### config.mk
export PLATFORM = sky130hd
export DESIGN_NAME = joystick_matrix_cursor
export DESIGN_NICKNAME = d
export VERILOG_FILES = /design/src/sv/jmc_pkg.sv /design/src/sv/jmc_move.sv /design/src/sv/jmc_color.sv /design/src/sv/joystick_matrix_cursor.sv
export VERILOG_INCLUDE_DIRS = /design/src /design/src/sv
export SDC_FILE = /design/constraint.sdc
export NUM_CORES = 1
export LEC_CHECK = 0
export BUFFER_PORTS_ARGS = -buffer_cell sky130_fd_sc_hd__buf_2
export CAP_MARGIN = 5
export CORE_MARGIN = 2
export CORE_UTILIZATION = 30
export CTS_CLUSTER_DIAMETER = 100
export CTS_CLUSTER_SIZE = 24
export DETAILED_ROUTE_END_ITERATION = 10
export PLACE_DENSITY = 0.55
export SLEW_MARGIN = 10
export SYNTH_ARGS = -nofsm -noshare
export SYNTH_HDL_FRONTEND = slang
export SYNTH_SLANG_ARGS = --single-unit
### constraint.sdc
create_clock -name clk_i -period 13 [get_ports clk_i]
set_input_delay 0.65 -clock clk_i [delete_from_list [all_inputs] [get_ports clk_i]]
set_output_delay 0.65 -clock clk_i [all_outputs]
set_load 0.02 [all_outputs]
### src/sv/joystick_matrix_cursor_assert.svh
// ---------------------------------------------------------------------------
// Joystick matrix cursor assertion macros
// Concurrent assertion wrappers shared by the RTL modules. Synthesis sees
// empty bodies.
// ---------------------------------------------------------------------------
`ifndef JOYSTICK_MATRIX_CURSOR_ASSERT_SVH
`define JOYSTICK_MATRIX_CURSOR_ASSERT_SVH

`ifndef SYNTHESIS

// Checked on every rising clock edge while reset is released.
`define JMC_ASSERT(lbl, clk, rstn, prop) \
  lbl: assert property (@(posedge clk) disable iff (!rstn) prop) \
    else $error("joystick_matrix_cursor assertion failed");

// Checked on every rising clock edge, reset included.
`define JMC_ASSERT_ALWAYS(lbl, clk, prop) \
  lbl: assert property (@(posedge clk) prop) \
    else $error("joystick_matrix_cursor assertion failed");

`else

`define JMC_ASSERT(lbl, clk, rstn, prop)
`define JMC_ASSERT_ALWAYS(lbl, clk, prop)

`endif

`endif

### src/sv/jmc_pkg.sv
// ---------------------------------------------------------------------------
// Joystick matrix cursor package
// Shared widths, reset values, register indexes, types and the LFSR step.
// ---------------------------------------------------------------------------
package jmc_pkg;

  localparam int ROW_LENGTH_DEF = 8;
  localparam int LED_COUNT_DEF  = 64;

  localparam int SAMPLE_W   = 10;
  localparam int CENTER_W   = 10;
  localparam int DZ_W       = 9;
  localparam int COOL_W     = 8;
  localparam int COLOR_W    = 8;
  localparam int IDX_W      = 6;
  localparam int CFG_IDX_W  = 2;
  localparam int CFG_DATA_W = 10;

  localparam logic [CENTER_W-1:0] CENTER_RST = 10'd512;
  localparam logic [DZ_W-1:0]     DZ_RST     = 9'd90;
  localparam logic [COOL_W-1:0]   COOL_RST   = 8'd10;
  localparam logic [COLOR_W-1:0]  BRIGHT_RST = 8'd80;

  localparam logic [COLOR_W-1:0] LFSR_TAPS = 8'hB8;
  localparam logic [COLOR_W-1:0] LFSR_SEED = 8'hA5;
  localparam logic [COLOR_W-1:0] RED_RST   = 8'hFF;
  localparam logic [COLOR_W-1:0] GREEN_RST = 8'h00;
  localparam logic [COLOR_W-1:0] BLUE_RST  = 8'h00;

  localparam logic [CFG_IDX_W-1:0] CFG_AXIS_CENTER    = 2'd0;
  localparam logic [CFG_IDX_W-1:0] CFG_DEAD_ZONE      = 2'd1;
  localparam logic [CFG_IDX_W-1:0] CFG_COOLDOWN_POLLS = 2'd2;
  localparam logic [CFG_IDX_W-1:0] CFG_BRIGHTNESS     = 2'd3;

  typedef struct packed {
    logic [CENTER_W-1:0] axis_center;
    logic [DZ_W-1:0]     dead_zone;
    logic [COOL_W-1:0]   cooldown_polls;
    logic [COLOR_W-1:0]  brightness;
  } jmc_cfg_t;

  typedef struct packed {
    logic [SAMPLE_W-1:0] x_sample;
    logic [SAMPLE_W-1:0] y_sample;
    logic                button_down;
  } jmc_poll_t;

  // One Galois step: shift right, fold the taps in when a one drops out.
  function automatic logic [COLOR_W-1:0] lfsr_step(input logic [COLOR_W-1:0] s);
    logic [COLOR_W-1:0] shifted;
    shifted = {1'b0, s[COLOR_W-1:1]};
    return s[0] ? (shifted ^ LFSR_TAPS) : shifted;
  endfunction

endpackage

### src/sv/jmc_move.sv
// ---------------------------------------------------------------------------
// Joystick matrix cursor movement
// Holds the cursor, its column and the cooldown; computes one poll's move.
// ---------------------------------------------------------------------------
module jmc_move
  import jmc_pkg::*;
#(
  parameter int ROW_LENGTH = ROW_LENGTH_DEF,
  parameter int LED_COUNT  = LED_COUNT_DEF
) (
  input  logic                           clk_i,
  input  logic                           rst_ni,
  input  logic                           step_i,
  input  jmc_cfg_t                       cfg_i,
  input  jmc_poll_t                      poll_i,
  output logic [$clog2(LED_COUNT)-1:0]   pos_next_o
);

`include "joystick_matrix_cursor_assert.svh"

  localparam int POS_W = $clog2(LED_COUNT);
  localparam int COL_W = $clog2(ROW_LENGTH);
  localparam int SUM_W = $clog2(LED_COUNT + ROW_LENGTH + 1);

  logic [POS_W-1:0]  pos_q, pos_d;
  logic [COL_W-1:0]  col_q, col_d;
  logic [COOL_W-1:0] cool_q, cool_d;

  logic [CENTER_W:0] th_hi;
  logic [CENTER_W:0] x_ext, y_ext, x_lo_sum, y_lo_sum, center_ext;
  logic              x_hi, x_lo, y_hi, y_lo;
  logic [POS_W-1:0]  pos_x;
  logic [COL_W-1:0]  col_x;
  logic [SUM_W-1:0]  pos_x_ext, pos_down, pos_plus1;

  // The low threshold is tested as x + dead_zone < center, so a negative
  // threshold never matches without any signed arithmetic.
  always_comb begin
    center_ext = {1'b0, cfg_i.axis_center};
    th_hi      = center_ext + (CENTER_W+1)'(cfg_i.dead_zone);
    x_ext      = {1'b0, poll_i.x_sample};
    y_ext      = {1'b0, poll_i.y_sample};
    x_lo_sum   = x_ext + (CENTER_W+1)'(cfg_i.dead_zone);
    y_lo_sum   = y_ext + (CENTER_W+1)'(cfg_i.dead_zone);
    x_hi       = x_ext > th_hi;
    x_lo       = x_lo_sum < center_ext;
    y_hi       = y_ext > th_hi;
    y_lo       = y_lo_sum < center_ext;
  end

  always_comb begin
    pos_x     = pos_q;
    col_x     = col_q;
    pos_plus1 = SUM_W'(pos_q) + SUM_W'(1);
    if (x_hi) begin
      if (col_q != '0) begin
        pos_x = pos_q - POS_W'(1);
        col_x = col_q - COL_W'(1);
      end
    end else if (x_lo) begin
      if ((col_q != COL_W'(ROW_LENGTH - 1)) && (pos_plus1 < SUM_W'(LED_COUNT))) begin
        pos_x = pos_q + POS_W'(1);
        col_x = col_q + COL_W'(1);
      end
    end

    pos_x_ext = SUM_W'(pos_x);
    pos_down  = pos_x_ext + SUM_W'(ROW_LENGTH);

    pos_d  = pos_q;
    col_d  = col_q;
    cool_d = cool_q;
    if (cool_q != '0) begin
      cool_d = cool_q - COOL_W'(1);
    end else begin
      pos_d = pos_x;
      col_d = col_x;
      if (x_hi || x_lo || y_hi || y_lo) begin
        cool_d = cfg_i.cooldown_polls;
      end
      if (y_hi) begin
        if (pos_down < SUM_W'(LED_COUNT)) begin
          pos_d = pos_down[POS_W-1:0];
        end
      end else if (y_lo) begin
        if (pos_x_ext >= SUM_W'(ROW_LENGTH)) begin
          pos_d = POS_W'(pos_x_ext - SUM_W'(ROW_LENGTH));
        end
      end
    end
  end

  assign pos_next_o = pos_d;

  always_ff @(posedge clk_i or negedge rst_ni) begin
    if (!rst_ni) begin
      pos_q  <= '0;
      col_q  <= '0;
      cool_q <= '0;
    end else if (step_i) begin
      pos_q  <= pos_d;
      col_q  <= col_d;
      cool_q <= cool_d;
    end
  end

  `JMC_ASSERT(a_pos_in_grid, clk_i, rst_ni, SUM_W'(pos_q) < SUM_W'(LED_COUNT))
  `JMC_ASSERT(a_col_in_row, clk_i, rst_ni, 32'(col_q) < ROW_LENGTH)
  `JMC_ASSERT(a_cooldown_holds_pos, clk_i, rst_ni, step_i && (cool_q != '0) |=> $stable(pos_q))

endmodule

### src/sv/jmc_color.sv
// ---------------------------------------------------------------------------
// Joystick matrix cursor color
// Button edge detect, LFSR color picks and brightness scaling by v*s/255.
// ---------------------------------------------------------------------------
module jmc_color
  import jmc_pkg::*;
(
  input  logic               clk_i,
  input  logic               rst_ni,
  input  logic               step_i,
  input  logic               button_i,
  input  logic [COLOR_W-1:0] brightness_i,
  output logic               changed_o,
  output logic [COLOR_W-1:0] raw_red_o,
  output logic [COLOR_W-1:0] raw_green_o,
  output logic [COLOR_W-1:0] raw_blue_o,
  output logic [COLOR_W-1:0] lit_red_o,
  output logic [COLOR_W-1:0] lit_green_o,
  output logic [COLOR_W-1:0] lit_blue_o
);

`include "joystick_matrix_cursor_assert.svh"

  logic               was_down_q;
  logic [COLOR_W-1:0] lfsr_q, lfsr_d;
  logic [COLOR_W-1:0] red_q, red_d, green_q, green_d, blue_q, blue_d;
  logic               rise;

  // floor(p/255) for p up to 255*255: ((p+1) + ((p+1) >> 8)) >> 8.
  function automatic logic [COLOR_W-1:0] scale(input logic [COLOR_W-1:0] v,
                                               input logic [COLOR_W-1:0] s);
    logic [2*COLOR_W:0] p;
    logic [2*COLOR_W:0] q;
    p = (2*COLOR_W+1)'(v) * (2*COLOR_W+1)'(s) + (2*COLOR_W+1)'(1);
    q = p + (p >> COLOR_W);
    return q[2*COLOR_W-1:COLOR_W];
  endfunction

  always_comb begin
    rise    = button_i && !was_down_q;
    red_d   = red_q;
    green_d = green_q;
    blue_d  = blue_q;
    lfsr_d  = lfsr_q;
    if (rise) begin
      red_d   = lfsr_step(lfsr_q);
      green_d = lfsr_step(red_d);
      blue_d  = lfsr_step(green_d);
      lfsr_d  = blue_d;
    end
  end

  assign changed_o   = rise;
  assign raw_red_o   = red_d;
  assign raw_green_o = green_d;
  assign raw_blue_o  = blue_d;
  assign lit_red_o   = scale(red_d, brightness_i);
  assign lit_green_o = scale(green_d, brightness_i);
  assign lit_blue_o  = scale(blue_d, brightness_i);

  always_ff @(posedge clk_i or negedge rst_ni) begin
    if (!rst_ni) begin
      was_down_q <= 1'b0;
      lfsr_q     <= LFSR_SEED;
      red_q      <= RED_RST;
      green_q    <= GREEN_RST;
      blue_q     <= BLUE_RST;
    end else if (step_i) begin
      was_down_q <= button_i;
      lfsr_q     <= lfsr_d;
      red_q      <= red_d;
      green_q    <= green_d;
      blue_q     <= blue_d;
    end
  end

  `JMC_ASSERT(a_lfsr_only_on_press, clk_i, rst_ni, step_i && !rise |=> $stable(lfsr_q))
  `JMC_ASSERT(a_blue_tracks_lfsr, clk_i, rst_ni, step_i && rise |=> blue_q == lfsr_q)
  `JMC_ASSERT(a_change_needs_press, clk_i, rst_ni, changed_o |-> button_i)

endmodule

### src/sv/joystick_matrix_cursor.sv
// ---------------------------------------------------------------------------
// Joystick matrix cursor
// Moves a cursor over an LED grid from joystick polls and picks colors.
// ---------------------------------------------------------------------------
// One poll (x_sample, y_sample, button_down) enters on the input channel when
// in_valid_i is high and in_stall_o is low. Each poll yields exactly one
// result on the output channel: the cursor index, the brightness-scaled color,
// the raw color and a flag that tells whether this poll picked a new color.
// A poll is held in an input register; the movement, cooldown and color
// logic run on it, and when the poll advances the result is registered in
// the output register. One poll per cycle is sustained while out_stall_i
// is low; the single pass through the movement and scaling logic between
// those two registers sets that rate.
// When out_stall_i holds a result, the input register still takes one more
// poll, and in_stall_o rises only while both registers are full.
// The configuration registers are written through cfg_we_i, cfg_index_i and
// cfg_data_i, by the user only while no poll is in flight; nothing enforces it.
// Reset clears both channels, centers the axes at 512 with a dead zone of 90,
// a reload of 10 polls and brightness 80, puts the cursor at LED 0 and the
// color at full red.
// ---------------------------------------------------------------------------
module joystick_matrix_cursor
  import jmc_pkg::*;
#(
  parameter int ROW_LENGTH = ROW_LENGTH_DEF,
  parameter int LED_COUNT  = LED_COUNT_DEF
) (
  input  logic                  clk_i,
  input  logic                  rst_ni,
  input  logic                  cfg_we_i,
  input  logic [CFG_IDX_W-1:0]  cfg_index_i,
  input  logic [CFG_DATA_W-1:0] cfg_data_i,
  input  logic                  in_valid_i,
  output logic                  in_stall_o,
  input  logic [SAMPLE_W-1:0]   x_sample_i,
  input  logic [SAMPLE_W-1:0]   y_sample_i,
  input  logic                  button_down_i,
  output logic                  out_valid_o,
  input  logic                  out_stall_i,
  output logic [IDX_W-1:0]      cursor_index_o,
  output logic [COLOR_W-1:0]    lit_green_o,
  output logic [COLOR_W-1:0]    lit_red_o,
  output logic [COLOR_W-1:0]    lit_blue_o,
  output logic                  color_changed_o,
  output logic [COLOR_W-1:0]    raw_red_o,
  output logic [COLOR_W-1:0]    raw_green_o,
  output logic [COLOR_W-1:0]    raw_blue_o
);

`include "joystick_matrix_cursor_assert.svh"

  localparam int POS_W = $clog2(LED_COUNT);

  jmc_cfg_t  cfg_q, cfg_d;
  jmc_poll_t poll_q;
  logic      in_valid_q, in_valid_d;
  logic      out_valid_q, out_valid_d;
  logic      in_accept, advance;

  logic [POS_W-1:0]       pos_next;
  logic [IDX_W+POS_W-1:0] pos_wide;
  logic                   changed;
  logic [COLOR_W-1:0]     raw_r, raw_g, raw_b, lit_r, lit_g, lit_b;

  logic [IDX_W-1:0]   idx_q;
  logic               changed_q;
  logic [COLOR_W-1:0] raw_r_q, raw_g_q, raw_b_q, lit_r_q, lit_g_q, lit_b_q;

  // Configuration writes.
  always_comb begin
    cfg_d = cfg_q;
    if (cfg_we_i) begin
      case (cfg_index_i)
        CFG_AXIS_CENTER:    cfg_d.axis_center    = cfg_data_i[CENTER_W-1:0];
        CFG_DEAD_ZONE:      cfg_d.dead_zone      = cfg_data_i[DZ_W-1:0];
        CFG_COOLDOWN_POLLS: cfg_d.cooldown_polls = cfg_data_i[COOL_W-1:0];
        CFG_BRIGHTNESS:     cfg_d.brightness     = cfg_data_i[COLOR_W-1:0];
        default: ;
      endcase
    end
  end

  always_ff @(posedge clk_i or negedge rst_ni) begin
    if (!rst_ni) begin
      cfg_q.axis_center    <= CENTER_RST;
      cfg_q.dead_zone      <= DZ_RST;
      cfg_q.cooldown_polls <= COOL_RST;
      cfg_q.brightness     <= BRIGHT_RST;
    end else begin
      cfg_q <= cfg_d;
    end
  end

  // Handshake: the poll register moves on whenever the result register is
  // empty or being emptied in this cycle.
  always_comb begin
    advance     = in_valid_q && (!out_valid_q || !out_stall_i);
    in_stall_o  = in_valid_q && !advance;
    in_accept   = in_valid_i && !in_stall_o;
    in_valid_d  = in_accept || (in_valid_q && !advance);
    out_valid_d = advance || (out_valid_q && out_stall_i);
  end

  always_ff @(posedge clk_i or negedge rst_ni) begin
    if (!rst_ni) begin
      in_valid_q  <= 1'b0;
      out_valid_q <= 1'b0;
    end else begin
      in_valid_q  <= in_valid_d;
      out_valid_q <= out_valid_d;
    end
  end

  always_ff @(posedge clk_i) begin
    if (in_accept) begin
      poll_q.x_sample    <= x_sample_i;
      poll_q.y_sample    <= y_sample_i;
      poll_q.button_down <= button_down_i;
    end
  end

  jmc_move #(
    .ROW_LENGTH (ROW_LENGTH),
    .LED_COUNT  (LED_COUNT)
  ) u_move (
    .clk_i      (clk_i),
    .rst_ni     (rst_ni),
    .step_i     (advance),
    .cfg_i      (cfg_q),
    .poll_i     (poll_q),
    .pos_next_o (pos_next)
  );

  jmc_color u_color (
    .clk_i        (clk_i),
    .rst_ni       (rst_ni),
    .step_i       (advance),
    .button_i     (poll_q.button_down),
    .brightness_i (cfg_q.brightness),
    .changed_o    (changed),
    .raw_red_o    (raw_r),
    .raw_green_o  (raw_g),
    .raw_blue_o   (raw_b),
    .lit_red_o    (lit_r),
    .lit_green_o  (lit_g),
    .lit_blue_o   (lit_b)
  );

  // The index port carries the low bits of the position, zero-filled when
  // the grid is small.
  assign pos_wide = {{IDX_W{1'b0}}, pos_next};

  always_ff @(posedge clk_i) begin
    if (advance) begin
      idx_q     <= pos_wide[IDX_W-1:0];
      changed_q <= changed;
      raw_r_q   <= raw_r;
      raw_g_q   <= raw_g;
      raw_b_q   <= raw_b;
      lit_r_q   <= lit_r;
      lit_g_q   <= lit_g;
      lit_b_q   <= lit_b;
    end
  end

  assign out_valid_o     = out_valid_q;
  assign cursor_index_o  = idx_q;
  assign color_changed_o = changed_q;
  assign raw_red_o       = raw_r_q;
  assign raw_green_o     = raw_g_q;
  assign raw_blue_o      = raw_b_q;
  assign lit_red_o       = lit_r_q;
  assign lit_green_o     = lit_g_q;
  assign lit_blue_o      = lit_b_q;

  `JMC_ASSERT(a_stall_only_when_full, clk_i, rst_ni, in_stall_o |-> (out_valid_q && out_stall_i))
  `JMC_ASSERT(a_advance_fills_output, clk_i, rst_ni, advance |=> out_valid_q)
  `JMC_ASSERT(a_accept_fills_input, clk_i, rst_ni, in_accept |=> in_valid_q)

endmodule
==> flow_metrics.tcl <==
set metrics [dict create \
    max-cap-violations 0 \
    routedWlPerCell_um 15.4 \
    ctsRootBufferMaster "sky130_fd_sc_hd__clkbuf_16" \
    postLayoutCoreUtil_pct 33.9 \
    finalWirelength_um 38500 \
    route.detailed.vias_per_inst 4.83 \
    synth.distinct_cells 80 \
    critical_path_launch_point "poll_q[0]$_DFFE_PP_" \
    floorplan.initialDensity_pct 30.4 \
    ys_dominant_reg_cell "sky130_fd_sc_hd__edfxtp_1" \
    detailedRoute.firstIterationViolations 486 \
    cts_inserted_buffers 17 \
    synth-seq-cells 163 \
    worst_path_max_delay_cell "sky130_fd_sc_hd__fa_1" \
    finalSetupViolCount 0 \
    resized_after_cts 0 \
    mostFrequentLayoutCell "sky130_fd_sc_hd__inv_1" \
    grt_start_max_net_pins 70 \
    worst-path-max-fanout 33 \
    die_area_sq_um 56400 \
    finalWeightedCongestion 0.841 \
    syn-cell-area_sq_um 16400 \
    final_cell_mix "232 x sky130_fd_sc_hd__inv_1, 221 x sky130_fd_sc_hd__ha_1, 146 x sky130_fd_sc_hd__nand2_1, 112 x sky130_fd_sc_hd__fa_1, 103 x sky130_fd_sc_hd__and2_1" \
    cts_hold_repair.buffers 0 \
    route.detailed.drc 0 \
    global_route_usage_sum_pct 14.3 \
    setup_tns_ns 0 \
    synth.net_count 2084 \
    die_width_um 237 \
    layout.area.seq_sq_um 4490 \
    timing.critical_path.slowest_cell_delay_ns 0.55 \
    multiInputGateArea_sq_um 10800 \
    fillers 5529 \
    post-route-min-period_ns 8.16 \
    holdCritPathClass "in -> async" \
    regToRegStartpoint "poll_q[0]$_DFFE_PP_" \
    cts_tree "yes" \
    crit_path_end_kind "flip-flop" \
    critical_path_class "reg -> reg" \
    grt_pass1_vias 12700 \
    floorplan.die.height_um 237 \
    ioPinCount 95 \
    io_buffers 94 \
    syn2layout_area_growth_pct 11.7 \
    cts-root-to-sink-buffers 2 \
    timing.reg2reg.worst_path_depth 33 \
    async_set_or_reset_flop_fraction_in_the_synthesized_netlist_pct 53.4 \
    clkTransAtPathRegs_ns 0.08 \
    clock-sinks 163 \
    initial_antenna_violation_count 3 \
    ys_seq_area_share_pct 27.4 \
    finalCritPeriodShare_pct 62.8 \
    outcome "finished clean" \
    final_layout_size_suffix_gt1_share_pct 11.5 \
    worst-r2r-setup-slack_ns 4.84 \
    floorplan.core_area_sq_um 53800 \
    yosys_warnings 0 \
    timing.critical_path.from_type "flip-flop" \
    maxClockFrequency_mhz 123 \
    final_net_count 2166 \
    count_of_standard_cell_rows 85 \
    worst-endpoint-arrival_ns 8.38 \
    worst_slew_pin_slew_ns 1.12 \
    timing.critical_path.required_ns 13.22 \
    grt_first_pass_wirelength_um 64500 \
    synthesized_netlist_cell_count 1713 \
    postCtsSetupBuffers 0 \
    relSlewSlack_pct 25.1 \
    rr_endpoint "lit_green_o[7]$_DFFE_PP_" \
    htree_levels 4 \
    postRouteAntennaNets 0 \
    rsz0062_at_grt "no" \
    slew_viols_final 0 \
    synthesis.area_per_instance_sq_um 9.55 \
    firstDrtPassIters 5 \
    finClkSkew_ns 0.0160 \
    detailed_place_hpwl_um 29700 \
    diodes 0 \
    overflow 0 \
    hold_viol 0 \
    synth-edff-count 76 \
    insertion_delay_ns 0.47 \
    routed-via-count 12100 \
]
==> routing by layer <==
| layer | up-vias | wire (um) | track usage [%] |
|---|---|---|---|
| met5 | - | 38 | 0 |
| met4 | 6 | 672 | 3.85 |
| met3 | 38 | 1230 | 2.69 |
| met2 | 167 | 18600 | 24.6 |
| met1 | 5965 | 17900 | 18.2 |
| li1 | 5914 | - | - |
==> per-stage QoR <==
stage	cell area, sq um	hold slack (ns)	worst slack, ns	instances
after floorplan	16400	0.354	5.87	1713
after global placement	17600	0.448	5.09	2472
after detailed placement	17600	0.447	4.86	2472
after CTS	18300	0.0365	4.82	2504
after global routing	18300	0.0357	4.16	2504
final	18300	0.0462	4.84	2504
==> kinds of logic (layout without fill, tap and decap cells) <==
| kind of cell | count (synthesis) | count (layout) | share of synthesized area, % |
|---|---|---|---|
| and+or+nand+nor | 519 | 519 | 16.3 |
| xor gates and xnor gates | 94 | 94 | 5.20 |
| buffers and inverters | 277 | 372 | 6.44 |
| adders and majority gates | 334 | 334 | 30.7 |
| muxes | 34 | 34 | 2.34 |
| DFF | 163 | 163 | 27.4 |
| AOI/OAI and AO/OA | 292 | 292 | 11.6 |
==> cells in the mapped netlist, drive strengths merged (36+ instances only) <==
library cell / instances / share of area [%]
a21oi: 82 / 2.5
xor2: 36 / 2.0
fa: 112 / 14
xnor2: 58 / 3.2
o21ai: 64 / 2.0
clkbuf: 38 / 0.87
nor2b: 81 / 3.1
edfxtp: 76 / 14
nand2: 146 / 3.4
dfrtp: 66 / 10
inv: 235 / 5.4
ha: 221 / 17
and2: 103 / 3.9
a21o: 36 / 1.7
nor2: 73 / 1.7
==> critical path: cells and delay by family (launching register included) <==
| kind | cells | cell delay, ns |
|---|---|---|
| DFF | 1 | 0.41 |
| adders and majority gates | 6 | 2.60 |
| buffers and inverters | 6 | 0.91 |
| and+or+nand+nor | 12 | 2.13 |
| xor gates and xnor gates | 2 | 0.47 |
| AOI/OAI and AO/OA | 7 | 1.39 |
==> area by class of cell <==
type / instances / share of cell area (%)
multi-input combinational: 1273 / 59.4
sequential: 163 / 24.6
inverter: 236 / 4.88
tap: 696 / 4.77
timing repair buffer: 104 / 3.00
clock buffer: 17 / 2.33
clock inverter: 15 / 1.09
==> worst max-delay path by stage <==
stage	endpoint	slack [ns]	depth (start not counted)
final	lit_green_o[7]$_DFFE_PP_	4.84	33
after global routing	lit_green_o[7]$_DFFE_PP_	4.16	31
after CTS	lit_green_o[7]$_DFFE_PP_	4.82	33
after detailed placement	lit_green_o[7]$_DFFE_PP_	4.86	33
after global placement	lit_green_o[7]$_DFFE_PP_	5.09	33
after floorplan	lit_green_o[7]$_DFFE_PP_	5.87	33
==> state kept, by name, summed over array words and instances, names as in the netlist, 3 cells and up <==
register and count:
poll_q 21, raw_blue_o 8, cursor_index_o 6, u_color.red_q 8, cfg_q 35, lit_blue_o 8
u_color.blue_q 8, u_move.cool_q 8, raw_green_o 8, u_move.pos_q 6, raw_red_o 8, u_move.col_q 3
u_color.lfsr_q 8, lit_red_o 8, lit_green_o 8, u_color.green_q 8
Power is not shown: default switching activity piles up to over one toggle a cycle in this logic, so the estimate is an artifact.
